`src/hw/rtl/dtd_pkg.sv`:
```
// Shared types, constants and calendar tables for the date text to day number block.
// Used by dtd_parse, dtd_calc, dtd_sum and date_text_to_day_number.
// No dependencies.
package dtd_pkg;

  localparam int unsigned YearW  = 14;
  localparam int unsigned FieldW = 7;
  localparam int unsigned CountW = 22;

  // Largest year accepted; the year saturates here
  localparam logic [YearW-1:0] MaxYear = YearW'(9999);
  // Reset value of the minimum year register
  localparam logic [YearW-1:0] MinYearReset = YearW'(1900);

  // Character codes
  localparam logic [7:0] ChDash = 8'h2D;
  localparam logic [7:0] ChZero = 8'h30;
  localparam logic [7:0] ChNine = 8'h39;

  // Reciprocal of 100 scaled by 2^19; exact floor for values below 43699
  localparam logic [12:0] Recip100   = 13'd5243;
  localparam int unsigned Recip100Sh = 19;

  // Date gathered by the parser, with all checks that need no calendar math
  typedef struct packed {
    logic [YearW-1:0]  year;
    logic [FieldW-1:0] month;
    logic [FieldW-1:0] day;
    logic              ok;
  } dtd_date_t;

  // Partial products for the day count
  typedef struct packed {
    logic [YearW-1:0]  year;
    logic [YearW-1:0]  prev_year;
    logic [3:0]        month;
    logic [FieldW-1:0] day;
    logic [6:0]        year_div100;
    logic [6:0]        prev_div100;
    logic [CountW-1:0] prev_x365;
    logic              ok;
  } dtd_part_t;

  // Length of a month in a common year; 0 for codes that are no month
  function automatic logic [4:0] month_len(input logic [3:0] m);
    logic [4:0] len;
    case (m)
      4'd1, 4'd3, 4'd5, 4'd7, 4'd8, 4'd10, 4'd12: len = 5'd31;
      4'd4, 4'd6, 4'd9, 4'd11:                    len = 5'd30;
      4'd2:                                       len = 5'd28;
      default:                                    len = 5'd0;
    endcase
    return len;
  endfunction

  // Days before the first of a month in a common year
  function automatic logic [8:0] days_before(input logic [3:0] m);
    logic [8:0] sum;
    case (m)
      4'd2:    sum = 9'd31;
      4'd3:    sum = 9'd59;
      4'd4:    sum = 9'd90;
      4'd5:    sum = 9'd120;
      4'd6:    sum = 9'd151;
      4'd7:    sum = 9'd181;
      4'd8:    sum = 9'd212;
      4'd9:    sum = 9'd243;
      4'd10:   sum = 9'd273;
      4'd11:   sum = 9'd304;
      4'd12:   sum = 9'd334;
      default: sum = 9'd0;
    endcase
    return sum;
  endfunction

endpackage

```
`src/hw/rtl/date_text_to_day_number.sv`:
```
// Date text to day number: converts a YYYY-MM-DD character stream into a Gregorian day number.
// Top level; instantiates dtd_parse, dtd_calc and dtd_sum. Depends on dtd_pkg.
//
// Characters arrive one per transfer on the slave stream, tlast on the final one, and the
// block takes one character every cycle unless stalled. Each string yields one result on the
// master stream, held in turn in the parser register, the quotient and product register, and
// the result register. Every stage holds its item under backpressure and takes a new one as
// soon as its own is passed on, so up to three results may wait in flight while the master
// side stalls. tuser is 1 for a well-formed date between the year floor and 9999 with a real
// month and day (leap years counted); tdata then holds the day number with 0001-01-01 as day
// 1, and 0 otherwise. The floor resets to 1900 and is written via cfg_we_i / cfg_wdata_i;
// the user must write it only while no string is in progress; the block does not check this.
module date_text_to_day_number
  import dtd_pkg::*;
(
  input  logic              clk_i,
  input  logic              rst_ni,
  // Configuration: minimum year
  input  logic              cfg_we_i,
  input  logic [YearW-1:0]  cfg_wdata_i,
  // Character stream
  input  logic              s_axis_tvalid,
  output logic              s_axis_tready,
  input  logic [7:0]        s_axis_tdata,   // [7:0] ch
  input  logic              s_axis_tlast,
  // Result stream
  output logic              m_axis_tvalid,
  input  logic              m_axis_tready,
  output logic [23:0]       m_axis_tdata,   // [21:0] day_count, [23:22] zero
  output logic              m_axis_tuser    // [0] valid_res
);

  logic [YearW-1:0]  year_floor_q;
  logic              date_vld, date_rdy;
  dtd_date_t         date;
  logic              part_vld, part_rdy;
  dtd_part_t         part;
  logic [CountW-1:0] day_count;

  // Hold the minimum year register
  always_ff @(posedge clk_i or negedge rst_ni) begin
    if (!rst_ni) begin
      year_floor_q <= MinYearReset;
    end else if (cfg_we_i) begin
      year_floor_q <= cfg_wdata_i;
    end
  end

  dtd_parse u_parse (
    .clk_i        (clk_i),
    .rst_ni       (rst_ni),
    .year_floor_i (year_floor_q),
    .in_valid_i   (s_axis_tvalid),
    .in_ready_o   (s_axis_tready),
    .ch_i         (s_axis_tdata),
    .last_i       (s_axis_tlast),
    .out_valid_o  (date_vld),
    .out_ready_i  (date_rdy),
    .out_date_o   (date)
  );

  dtd_calc u_calc (
    .clk_i       (clk_i),
    .rst_ni      (rst_ni),
    .in_valid_i  (date_vld),
    .in_ready_o  (date_rdy),
    .in_date_i   (date),
    .out_valid_o (part_vld),
    .out_ready_i (part_rdy),
    .out_part_o  (part)
  );

  dtd_sum u_sum (
    .clk_i       (clk_i),
    .rst_ni      (rst_ni),
    .in_valid_i  (part_vld),
    .in_ready_o  (part_rdy),
    .in_part_i   (part),
    .out_valid_o (m_axis_tvalid),
    .out_ready_i (m_axis_tready),
    .valid_res_o (m_axis_tuser),
    .day_count_o (day_count)
  );

  assign m_axis_tdata = {2'b00, day_count};

endmodule

```
`src/hw/rtl/dtd_parse.sv`:
```
// Character parser: tracks the position in the date string and gathers year, month, day.
// Captures the finished date into an output register on the last character.
// Depends on dtd_pkg.
module dtd_parse
  import dtd_pkg::*;
(
  input  logic                clk_i,
  input  logic                rst_ni,
  input  logic [YearW-1:0]    year_floor_i,
  input  logic                in_valid_i,
  output logic                in_ready_o,
  input  logic [7:0]          ch_i,
  input  logic                last_i,
  output logic                out_valid_o,
  input  logic                out_ready_i,
  output dtd_date_t           out_date_o
);

  typedef enum logic [2:0] {
    PhYear  = 3'd0,
    PhMon1  = 3'd1,
    PhMon2  = 3'd2,
    PhDash2 = 3'd3,
    PhDay1  = 3'd4,
    PhDay2  = 3'd5,
    PhDone  = 3'd6
  } phase_e;

  phase_e            phase_q, phase_d;
  logic [YearW-1:0]  year_q, year_d;
  logic              too_big_q, too_big_d;
  logic              have_dig_q, have_dig_d;
  logic [FieldW-1:0] month_q, month_d;
  logic [FieldW-1:0] day_q, day_d;
  logic              err_q, err_d;
  logic              vld_q;
  dtd_date_t         date_q, date_d;

  logic              dig;
  logic [3:0]        dval;
  logic [16:0]       year_ext;
  logic [FieldW-1:0] dval_x10;
  logic              accept;

  assign dig      = ch_i inside {[ChZero:ChNine]};
  assign dval     = dig ? ch_i[3:0] : 4'd0;
  assign year_ext = 17'(year_q) * 17'd10 + 17'(dval);
  assign dval_x10 = FieldW'(dval) * FieldW'(10);

  // Slot is free when empty or draining this cycle
  assign in_ready_o = !vld_q || out_ready_i;
  assign accept     = in_valid_i && in_ready_o;

  // Next parse state for the current character
  always_comb begin
    phase_d    = phase_q;
    year_d     = year_q;
    too_big_d  = too_big_q;
    have_dig_d = have_dig_q;
    month_d    = month_q;
    day_d      = day_q;
    err_d      = err_q;
    if (!err_q) begin
      case (phase_q)
        PhYear: begin
          if (dig) begin
            have_dig_d = 1'b1;
            if (too_big_q || year_ext > 17'(MaxYear)) begin
              too_big_d = 1'b1;
              year_d    = MaxYear;
            end else begin
              year_d = year_ext[YearW-1:0];
            end
          end else if (ch_i == ChDash && have_dig_q) begin
            phase_d = PhMon1;
          end else begin
            err_d = 1'b1;
          end
        end
        PhMon1: begin
          if (dig) begin
            month_d = dval_x10;
            phase_d = PhMon2;
          end else begin
            err_d = 1'b1;
          end
        end
        PhMon2: begin
          if (dig) begin
            month_d = month_q + FieldW'(dval);
            phase_d = PhDash2;
          end else begin
            err_d = 1'b1;
          end
        end
        PhDash2: begin
          if (ch_i == ChDash) begin
            phase_d = PhDay1;
          end else begin
            err_d = 1'b1;
          end
        end
        PhDay1: begin
          if (dig) begin
            day_d   = dval_x10;
            phase_d = PhDay2;
          end else begin
            err_d = 1'b1;
          end
        end
        PhDay2: begin
          if (dig) begin
            day_d   = day_q + FieldW'(dval);
            phase_d = PhDone;
          end else begin
            err_d = 1'b1;
          end
        end
        default: begin
        end
      endcase
    end
  end

  // Checks that need no calendar arithmetic
  always_comb begin
    date_d.year  = year_d;
    date_d.month = month_d;
    date_d.day   = day_d;
    date_d.ok    = !err_d && phase_d == PhDone && !too_big_d &&
                   year_d != '0 && year_d >= year_floor_i &&
                   month_d >= FieldW'(1) && month_d <= FieldW'(12) &&
                   day_d != '0;
  end

  // Parse state: advance on each transfer, clear after the last character
  always_ff @(posedge clk_i or negedge rst_ni) begin
    if (!rst_ni) begin
      phase_q    <= PhYear;
      year_q     <= '0;
      too_big_q  <= 1'b0;
      have_dig_q <= 1'b0;
      month_q    <= '0;
      day_q      <= '0;
      err_q      <= 1'b0;
    end else if (accept) begin
      if (last_i) begin
        phase_q    <= PhYear;
        year_q     <= '0;
        too_big_q  <= 1'b0;
        have_dig_q <= 1'b0;
        month_q    <= '0;
        day_q      <= '0;
        err_q      <= 1'b0;
      end else begin
        phase_q    <= phase_d;
        year_q     <= year_d;
        too_big_q  <= too_big_d;
        have_dig_q <= have_dig_d;
        month_q    <= month_d;
        day_q      <= day_d;
        err_q      <= err_d;
      end
    end
  end

  // Output slot: load on the last character, empty when taken
  always_ff @(posedge clk_i or negedge rst_ni) begin
    if (!rst_ni) begin
      vld_q <= 1'b0;
    end else if (in_ready_o) begin
      vld_q <= accept && last_i;
    end
  end

  always_ff @(posedge clk_i) begin
    if (accept && last_i) begin
      date_q <= date_d;
    end
  end

  assign out_valid_o = vld_q;
  assign out_date_o  = date_q;

endmodule

```
`src/hw/rtl/dtd_calc.sv`:
```
// First arithmetic stage: quotients by 100 and the 365-day product of the elapsed years.
// Depends on dtd_pkg.
module dtd_calc
  import dtd_pkg::*;
(
  input  logic      clk_i,
  input  logic      rst_ni,
  input  logic      in_valid_i,
  output logic      in_ready_o,
  input  dtd_date_t in_date_i,
  output logic      out_valid_o,
  input  logic      out_ready_i,
  output dtd_part_t out_part_o
);

  logic             vld_q;
  dtd_part_t        part_q, part_d;
  logic [YearW-1:0] prev_year;
  logic [26:0]      year_prod;
  logic [26:0]      prev_prod;

  assign prev_year = in_date_i.year - YearW'(1);
  assign year_prod = 27'(in_date_i.year) * 27'(Recip100);
  assign prev_prod = 27'(prev_year) * 27'(Recip100);

  // Divide by 100 through the scaled reciprocal
  always_comb begin
    part_d.year        = in_date_i.year;
    part_d.prev_year   = prev_year;
    part_d.month       = in_date_i.month[3:0];
    part_d.day         = in_date_i.day;
    part_d.year_div100 = year_prod[Recip100Sh +: 7];
    part_d.prev_div100 = prev_prod[Recip100Sh +: 7];
    part_d.prev_x365   = CountW'(prev_year) * CountW'(365);
    part_d.ok          = in_date_i.ok;
  end

  assign in_ready_o = !vld_q || out_ready_i;

  always_ff @(posedge clk_i or negedge rst_ni) begin
    if (!rst_ni) begin
      vld_q <= 1'b0;
    end else if (in_ready_o) begin
      vld_q <= in_valid_i;
    end
  end

  always_ff @(posedge clk_i) begin
    if (in_ready_o && in_valid_i) begin
      part_q <= part_d;
    end
  end

  assign out_valid_o = vld_q;
  assign out_part_o  = part_q;

endmodule

```
`src/hw/rtl/dtd_sum.sv`:
```
// Final stage: leap year and day-of-month checks, day count sum and the result register.
// Depends on dtd_pkg.
module dtd_sum
  import dtd_pkg::*;
(
  input  logic              clk_i,
  input  logic              rst_ni,
  input  logic              in_valid_i,
  output logic              in_ready_o,
  input  dtd_part_t         in_part_i,
  output logic              out_valid_o,
  input  logic              out_ready_i,
  output logic              valid_res_o,
  output logic [CountW-1:0] day_count_o
);

  logic              vld_q;
  logic              res_ok_q, res_ok_d;
  logic [CountW-1:0] count_q, count_d;
  logic [YearW-1:0]  hundreds;
  logic              century;
  logic              leap;
  logic [4:0]        dim;
  logic [8:0]        doy;

  // Leap year: divisible by 4, centuries only when divisible by 400
  assign hundreds = YearW'(in_part_i.year_div100) * YearW'(100);
  assign century  = (hundreds == in_part_i.year);
  assign leap     = (in_part_i.year[1:0] == 2'b00) &&
                    (!century || in_part_i.year_div100[1:0] == 2'b00);

  assign dim = month_len(in_part_i.month) +
               5'((in_part_i.month == 4'd2) && leap);
  assign doy = days_before(in_part_i.month) + 9'(in_part_i.day) +
               9'(leap && in_part_i.month > 4'd2);

  // Sum the elapsed days; force zero when the date is invalid
  always_comb begin
    res_ok_d = in_part_i.ok && (in_part_i.day <= FieldW'(dim));
    count_d  = in_part_i.prev_x365 + CountW'(in_part_i.prev_year >> 2)
             - CountW'(in_part_i.prev_div100) + CountW'(in_part_i.prev_div100 >> 2)
             + CountW'(doy);
    if (!res_ok_d) begin
      count_d = '0;
    end
  end

  assign in_ready_o = !vld_q || out_ready_i;

  always_ff @(posedge clk_i or negedge rst_ni) begin
    if (!rst_ni) begin
      vld_q <= 1'b0;
    end else if (in_ready_o) begin
      vld_q <= in_valid_i;
    end
  end

  always_ff @(posedge clk_i) begin
    if (in_ready_o && in_valid_i) begin
      res_ok_q <= res_ok_d;
      count_q  <= count_d;
    end
  end

  assign out_valid_o = vld_q;
  assign valid_res_o = res_ok_q;
  assign day_count_o = count_q;

endmodule

```
`config.mk`:
```
export PLATFORM = sky130hd
export DESIGN_NAME = date_text_to_day_number
export DESIGN_NICKNAME = d
export VERILOG_FILES = /design/src/hw/rtl/dtd_pkg.sv /design/src/hw/rtl/date_text_to_day_number.sv /design/src/hw/rtl/dtd_parse.sv /design/src/hw/rtl/dtd_calc.sv /design/src/hw/rtl/dtd_sum.sv
export SDC_FILE = /design/constraint.sdc
export NUM_CORES = 1
export LEC_CHECK = 0
export BUFFER_PORTS_ARGS = -buffer_cell sky130_fd_sc_hd__buf_4
export CAP_MARGIN = 40
export CORE_MARGIN = 10
export CORE_UTILIZATION = 60
export DETAILED_ROUTE_END_ITERATION = 10
export HOLD_SLACK_MARGIN = 0.12
export MAX_ROUTING_LAYER = met4
export PLACE_DENSITY = 0.73
export SLEW_MARGIN = 40
export SYNTH_ARGS = -nofsm -noshare
export SYNTH_HDL_FRONTEND = slang
export SYNTH_SLANG_ARGS = --single-unit
export TNS_END_PERCENT = 100
```
`constraint.sdc`:
```
create_clock -name clk_i -period 9.1 [get_ports clk_i]
set_clock_uncertainty 0.2 [all_clocks]
set_input_delay 0.455 -clock clk_i [delete_from_list [all_inputs] [get_ports clk_i]]
set_output_delay 0.455 -clock clk_i [all_outputs]
set_load 0.1 [all_outputs]
```
==> summary.txt, run 1 <==
Logic synthesis
  – Yosys reg bits: 186
  – Avg Cell Area, Syn: 10.42 um^2
  – Synth Warn #: 0
  – Most common flop cell mapped by yosys: edfxtp_1
  – Most common cell in the netlist: ha_1
  – Number of flops mapped to enable cells by yosys: 123
  – Synth top area share: 23.61%
  – Adder-cell share of the synthesized area: 42.46%
  – Post-Synth Simple-Gate Area: 8.827%
  – Post-synthesis mux area share: 0.5585%
  – Largest family of logic cells by synthesized area: adder cells
  – Seq/Total Area, Yosys: 25.32%
  – Synth Area in Compound Gates: 10.65%
  – Gate count after technology mapping: 1978
  – Synth area leaders: ha_1, fa_1, edfxtp_1
  – Post-synthesis xor/xnor area fraction: 4.674%
  – FFs w/ async S/R, synth: 27.42%
  – Post-synth top cells: ha_1, inv_1, fa_1
  – Synthesized area: 20610 um^2
  – Unique masters post-synth: 87
  – Biggest area consumer among synthesized cells: ha_1

Placement
  – RePlAce Congestion: 0.9306
  – IO buf count: 52
  – Placed cells: 2477
  – Placement Cell Area: 21640 um^2
  – Dpl hpwl: 35740 um
  – Pre-CTS WS: 59.70 ps

Timing
  – Worst Max-Slew Pin Slew: 815.1 ps
  – Max Slew Vio Count: 0
  – Tcrit/Tclk final: 95.41%
  – Maximum clock frequency: 0.1152 GHz
  – Setup ws final: 417.5 ps
  – Count of final hold-check violations: 0
  – Setup-failing EPs final: 0
  – Minimum clock period: 8682 ps
  – Slew HR: 45.27%

Critical path
  – Worst setup SP type: flip-flop
  – Reg-to-reg startpoint: u_calc.out_part_o[31]
  – CP max stage cell: or4_1
  – Worst Path Required: 9100 ps
  – Worst setup EP type: flip-flop
  – Crit Path Category: flip-flop to flip-flop
  – Max FO, Critical Path: 4
  – Setup crit start: u_calc.out_part_o[31]
  – Crit-path max cell delay: 490 ps
  – CP arrival: 8680 ps
  – WP buf/inv: 6
  – CP top delay family: adder cells
  – Reg2Reg Setup Slack: 420 ps

Clock tree
  – CTS Buf Count: 17
  – Clk sinks: 186
  – Clk root buf: clkbuf_16
  – Skew-Pair Late Insertion Delay: 450 ps
  – H-tree levels: 4
  – Max Root-Sink Buffers: 2
  – Worst-path clk slew: 80 ps
  – CTS tree: done

GRT
  – GRT Total Usage: 22.03%
  – Vias in the first global route: 14630
  – Initial antenna violation count: 0
  – Pin count of the biggest net entering global routing: 75
  – First-pass GRT wire length: 72570 um
  – Gr ovfl total: 0

Detailed routing
  – Routed vias: 14100
  – Met2 WL post-DR: 21720 um
  – Met1 WL: 19090 um
  – WL final: 43420 um
  – Top layer in use: met4
  – Drt first pass iters: 5
  – DR vias/cell: 5.567
  – Antenna viol nets, final: 0
  – Met3 wire len: 1886 um
  – Initial DRC Count: 759
  – DRC viols: 0
  – Post-DR wirelength/cell: 17.14 um

Final layout
  – Non-filler cells, final: 2533
  – Layout cell share with drive strength beyond 1: 8.537%
  – # fillers: 2631
  – Diodes inserted: 0
  – Fin area: 22590 um^2
  – Layout overhead on the synthesized area: 9.622%
  – Final nets: 2683

Worst hold path
  – Hold crit path type: input port to flip-flop
  – Hold Crit Start: cfg_we_i

Floorplan
  – Core area: 33700 um^2
  – Chip width: 205.3 um
  – IO Count: 55
  – Die area: 42160 um^2
  – Initial Utilization: 61.16%
  – Die Ht: 205.3 um
  – Site Rows: 67

Power
  – Leak Pwr: 11.31 nW
  – Overall Power: 0.006340 W
  – Peak supply drop: 292.4 uV
  – Power density over the cells: 280.6 nW/um^2

Run status
  – Status: completed

Run
  – Max_cap viols: 0
## per-layer routing
metal,track usage (%),up-vias
li1,-,6872
met1,27.24,6885
met2,37.29,291
met3,3.412,52
met4,5.329,0
met5,-,-
## sequential cells by signal, indices dropped and copies added, names as in the netlist, 3 cells and up, named ones only
| signal | flops |
|---|---|
| u_calc.out_part_o | 74 |
| u_parse.out_date_o | 26 |
| u_sum.day_count_o | 22 |
| u_parse.year_q | 14 |
| year_floor_q | 14 |
| u_parse.day_q | 7 |
| u_parse.month_q | 7 |
| u_parse.phase_q | 3 |
## layout by cell type (no fill, tap or decap), types with 44 or more instances in the layout
cell type,Yosys,layout
nand2_1,90,89
o21ai_0,80,78
fa_1,194,194
dfrtp_1,44,44
buf_4,2,77
inv_1,383,381
a21oi_1,63,58
edfxtp_1,123,123
xnor2_1,78,76
nor2_1,88,88
ha_1,389,388
## path summary, 6_finish.rpt
kind,endpoint,depth (start not counted)
setup / recovery,u_sum.day_count_o[21],37
hold / removal,year_floor_q[10],2
setup reg to reg,u_sum.day_count_o[21],37
hold reg to reg,u_calc.out_part_o[43],0
max in group asynchronous,year_floor_q[4],2
min in group asynchronous,u_parse.day_q[4],2
## what timing repair did
item | in CTS | in global routing
hold buffers | 20 | 0
buffers inserted | 0 | 4
hold endpoints to repair | 61 | 0
setup endpoints to repair | 1 | 9
gates resized for setup | 1 | 16
pin swaps | 0 | 7
## area by class of cell
class	count	area (um^2)	area share, %
sequential	186	5219	23.10
clock buffer	18	450.4	1.994
clock inverter	14	190.2	0.8417
timing repair buffer	98	789.5	3.494
multi-input combinational	1386	13950	61.73
inverter	383	1438	6.363
tap	448	560.5	2.481
## through the flow
stage	hold slack, ps	utilization, %	setup TNS, ps
finish	136.9	67.05	0
global route	157.8	67.05	-32.91
CTS	121.2	66.73	0
detailed placement	205.6	64.21	0
global placement	202.1	64.17	0
floorplan	-40.59	-	0
## cell families (layout without fill, tap and decap cells)
| logic type | Yosys count | after routing |
|---|---|---|
| adders and majority gates | 583 | 583 |
| buffers and inverters | 407 | 513 |
| and+or+nand+nor | 356 | 356 |
| AOI/OAI and AO/OA | 324 | 324 |
| DFF | 186 | 186 |
| xor gates and xnor gates | 110 | 110 |
| muxes | 11 | 11 |
| other | 1 | 2 |
## power by group
part           internal, W  switching, W
combinational      0.00196       0.00244
clock             0.000391      0.000377
sequential         0.00110     0.0000659
total              0.00346       0.00288
(Power assumes the default switching activity.)
==> run 2, diff against run 1 <==
--- a/config.mk
+++ b/config.mk
@@ -5,14 +5,14 @@
 export SDC_FILE = /design/constraint.sdc
 export NUM_CORES = 1
 export LEC_CHECK = 0
-export BUFFER_PORTS_ARGS = -buffer_cell sky130_fd_sc_hd__buf_4
 export CAP_MARGIN = 40
 export CORE_MARGIN = 10
 export CORE_UTILIZATION = 60
 export DETAILED_ROUTE_END_ITERATION = 10
+export DONT_BUFFER_PORTS = 1
 export HOLD_SLACK_MARGIN = 0.12
 export MAX_ROUTING_LAYER = met4
-export PLACE_DENSITY = 0.73
+export PLACE_DENSITY = 0.72
 export SLEW_MARGIN = 40
 export SYNTH_ARGS = -nofsm -noshare
 export SYNTH_HDL_FRONTEND = slang
==> summary.txt, run 2 (synthesis gave the netlist of run 1 again) <==
Final layout
  – Most frequent cells in the layout: ha_1, inv_1, fa_1
  – Layout cell share with drive strength beyond 1: 7.418%
  – Layout overhead on the synthesized area: 9.288%
  – Diodes inserted: 0
  – Commonest non-fill, non-tap cell in the layout: ha_1
  – Final Util: 66.84%
  – Max FFs per register: 74
  – Final nets: 2647

Floorplan
  – Chip width: 205.3 um
  – Core area: 33700 um^2
  – Die area: 42160 um^2
  – Die Ht: 205.3 um
  – IO Count: 55
  – Initial Utilization: 61.16%
  – Site Rows: 67

Critical path
  – Crit-path max cell delay: 590 ps
  – Reg-to-Reg End: u_sum.day_count_o[21]
  – Worst Path Required: 9080 ps
  – CP arrival: 8640 ps
  – CP top delay family: adder cells
  – Reg2Reg Depth: 34
  – Worst setup EP type: flip-flop
  – Max FO, Critical Path: 3
  – CP max stage cell: or4_1
  – Reg-to-reg startpoint: u_calc.out_part_o[32]
  – Reg2Reg Setup Slack: 450 ps
  – WP buf/inv: 6
  – Worst setup SP type: flip-flop
  – Crit Path Category: flip-flop to flip-flop

Worst hold path
  – Hold Crit Endpoint: u_parse.out_date_o[3]
  – Hold crit path type: input port to flip-flop
  – Hold Crit Start: s_axis_tdata[1]
  – Worst Hold Path Cells: 4

Power
  – Comb pwr share: 68.9%
  – Int Pwr: 0.003492 W
  – Net Sw Power: 0.002903 W
  – Peak supply drop: 273.8 uV
  – Power density over the cells: 283.9 nW/um^2
  – Clock share of power: 12.0%
  – Overall Power: 0.006395 W
  – Sw Ratio: 45.39%
  – Seq pwr share: 19.2%
  – Leak Pwr: 11.21 nW

Placement
  – RePlAce Congestion: 0.9084
  – IO buf count: 0
  – Dpl hpwl: 36390 um

Timing
  – Count of final hold-check violations: 0
  – Maximum clock frequency: 0.1156 GHz
  – Slew HR: 38.72%
  – Setup TNS: 0 ps
  – RSZ-0062 raised after global routing: false
  – Setup-failing EPs final: 0
  – Tcrit/Tclk final: 95.09%
  – Worst Max-Slew Pin Slew: 912.7 ps
  – Hold Slack: 183.5 ps
  – Minimum clock period: 8654 ps
  – Max Slew Vio Count: 0

GRT
  – Initial antenna violation count: 0
  – Pin count of the biggest net entering global routing: 69
  – Vias in the first global route: 14540
  – First-pass GRT wire length: 73870 um
  – GRT Total Usage: 22.58%
  – Gr ovfl total: 0

Detailed routing
  – Routed vias: 14010
  – WL final: 44100 um
  – DRC viols: 0
  – Drt first pass iters: 5
  – DR vias/cell: 5.610
  – Post-DR wirelength/cell: 17.66 um
  – Initial DRC Count: 716
  – Antenna viol nets, final: 0

Run
  – Max_cap viols: 0

Clock tree
  – Worst-path clk slew: 70 ps
  – CTS tree: done
  – Clk root buf: clkbuf_16
  – H-tree levels: 4
  – CTS Buf Count: 17
  – Max Root-Sink Buffers: 2
  – Clk sinks: 186
  – Skew-Pair Late Insertion Delay: 450 ps

Run status
  – Status: completed
## run 2: how the worst max path moves through the flow
stage	endpoint	startpoint	depth (start not counted)	slack, ps
2_1_floorplan	u_sum.day_count_o[21]	u_calc.out_part_o[32]	34	730
3_3_place_gp	u_sum.day_count_o[21]	u_calc.out_part_o[32]	34	200
3_5_place_dp	u_sum.day_count_o[21]	u_calc.out_part_o[32]	34	-110
4_1_cts	u_sum.day_count_o[21]	u_calc.out_part_o[32]	36	10
5_1_grt	u_sum.day_count_o[21]	u_calc.out_part_o[32]	37	30
6_report	u_sum.day_count_o[21]	u_calc.out_part_o[32]	34	450
## run 2: area by class of cell
class,instances,area (um^2)
clock buffers,18,439.2
clock inverters,14,172.7
fillers,2600,11170
inverters,383,1438
multi-input cells,1386,13980
flip-flops and latches,186,5220
well taps,448,560.5
repair buffers,62,716.9
## run 2: timing repair
| action | in CTS | in global routing |
|---|---|---|
| hold endpoints to repair | 71 | 0 |
| setup buffers | 0 | 6 |
| pin swaps | 0 | 9 |
| hold buffers | 20 | 0 |
| gates resized for setup | 3 | 22 |
| setup endpoints to repair | 2 | 9 |
## run 2: power by group through the flow
stage	combinational [W]	clock, W	sequential, W
after CTS	0.00429	0.000775	0.00123
after global placement	0.00394	0	0.00131
after global routing	0.00501	0.000811	0.00124
final	0.00440	0.000765	0.00123
after detailed placement	0.00421	0	0.00125
after floorplan	0.00316	0	0.00129
## run 2: per-layer routing
metal / vias up / global-route usage, % / part of all wire, %
met2: 283 / 38.00 / 50
met3: 71 / 2.799 / 3.4
met1: 6840 / 28.41 / 45
li1: 6814 / - / -
met5: - / - / 0
met4: 0 / 5.881 / 2.2
## run 2: worst min-delay path: stages
cell and delay (ps):
mux2i_1 40, nor2_1 80, a21oi_1 80, inv_1 70
## run 2: metrics by stage
stage / setup WS (ps) / std cells / instance area, um^2
3_3_place_gp: 196.5 / 2425 / 21240
3_5_place_dp: -111.0 / 2439 / 21540
2_1_floorplan: 733.6 / 1979 / 20610
4_1_cts: 13.33 / 2491 / 22390
5_1_grt: 27.01 / 2497 / 22530
6_report: 446.4 / 2497 / 22530
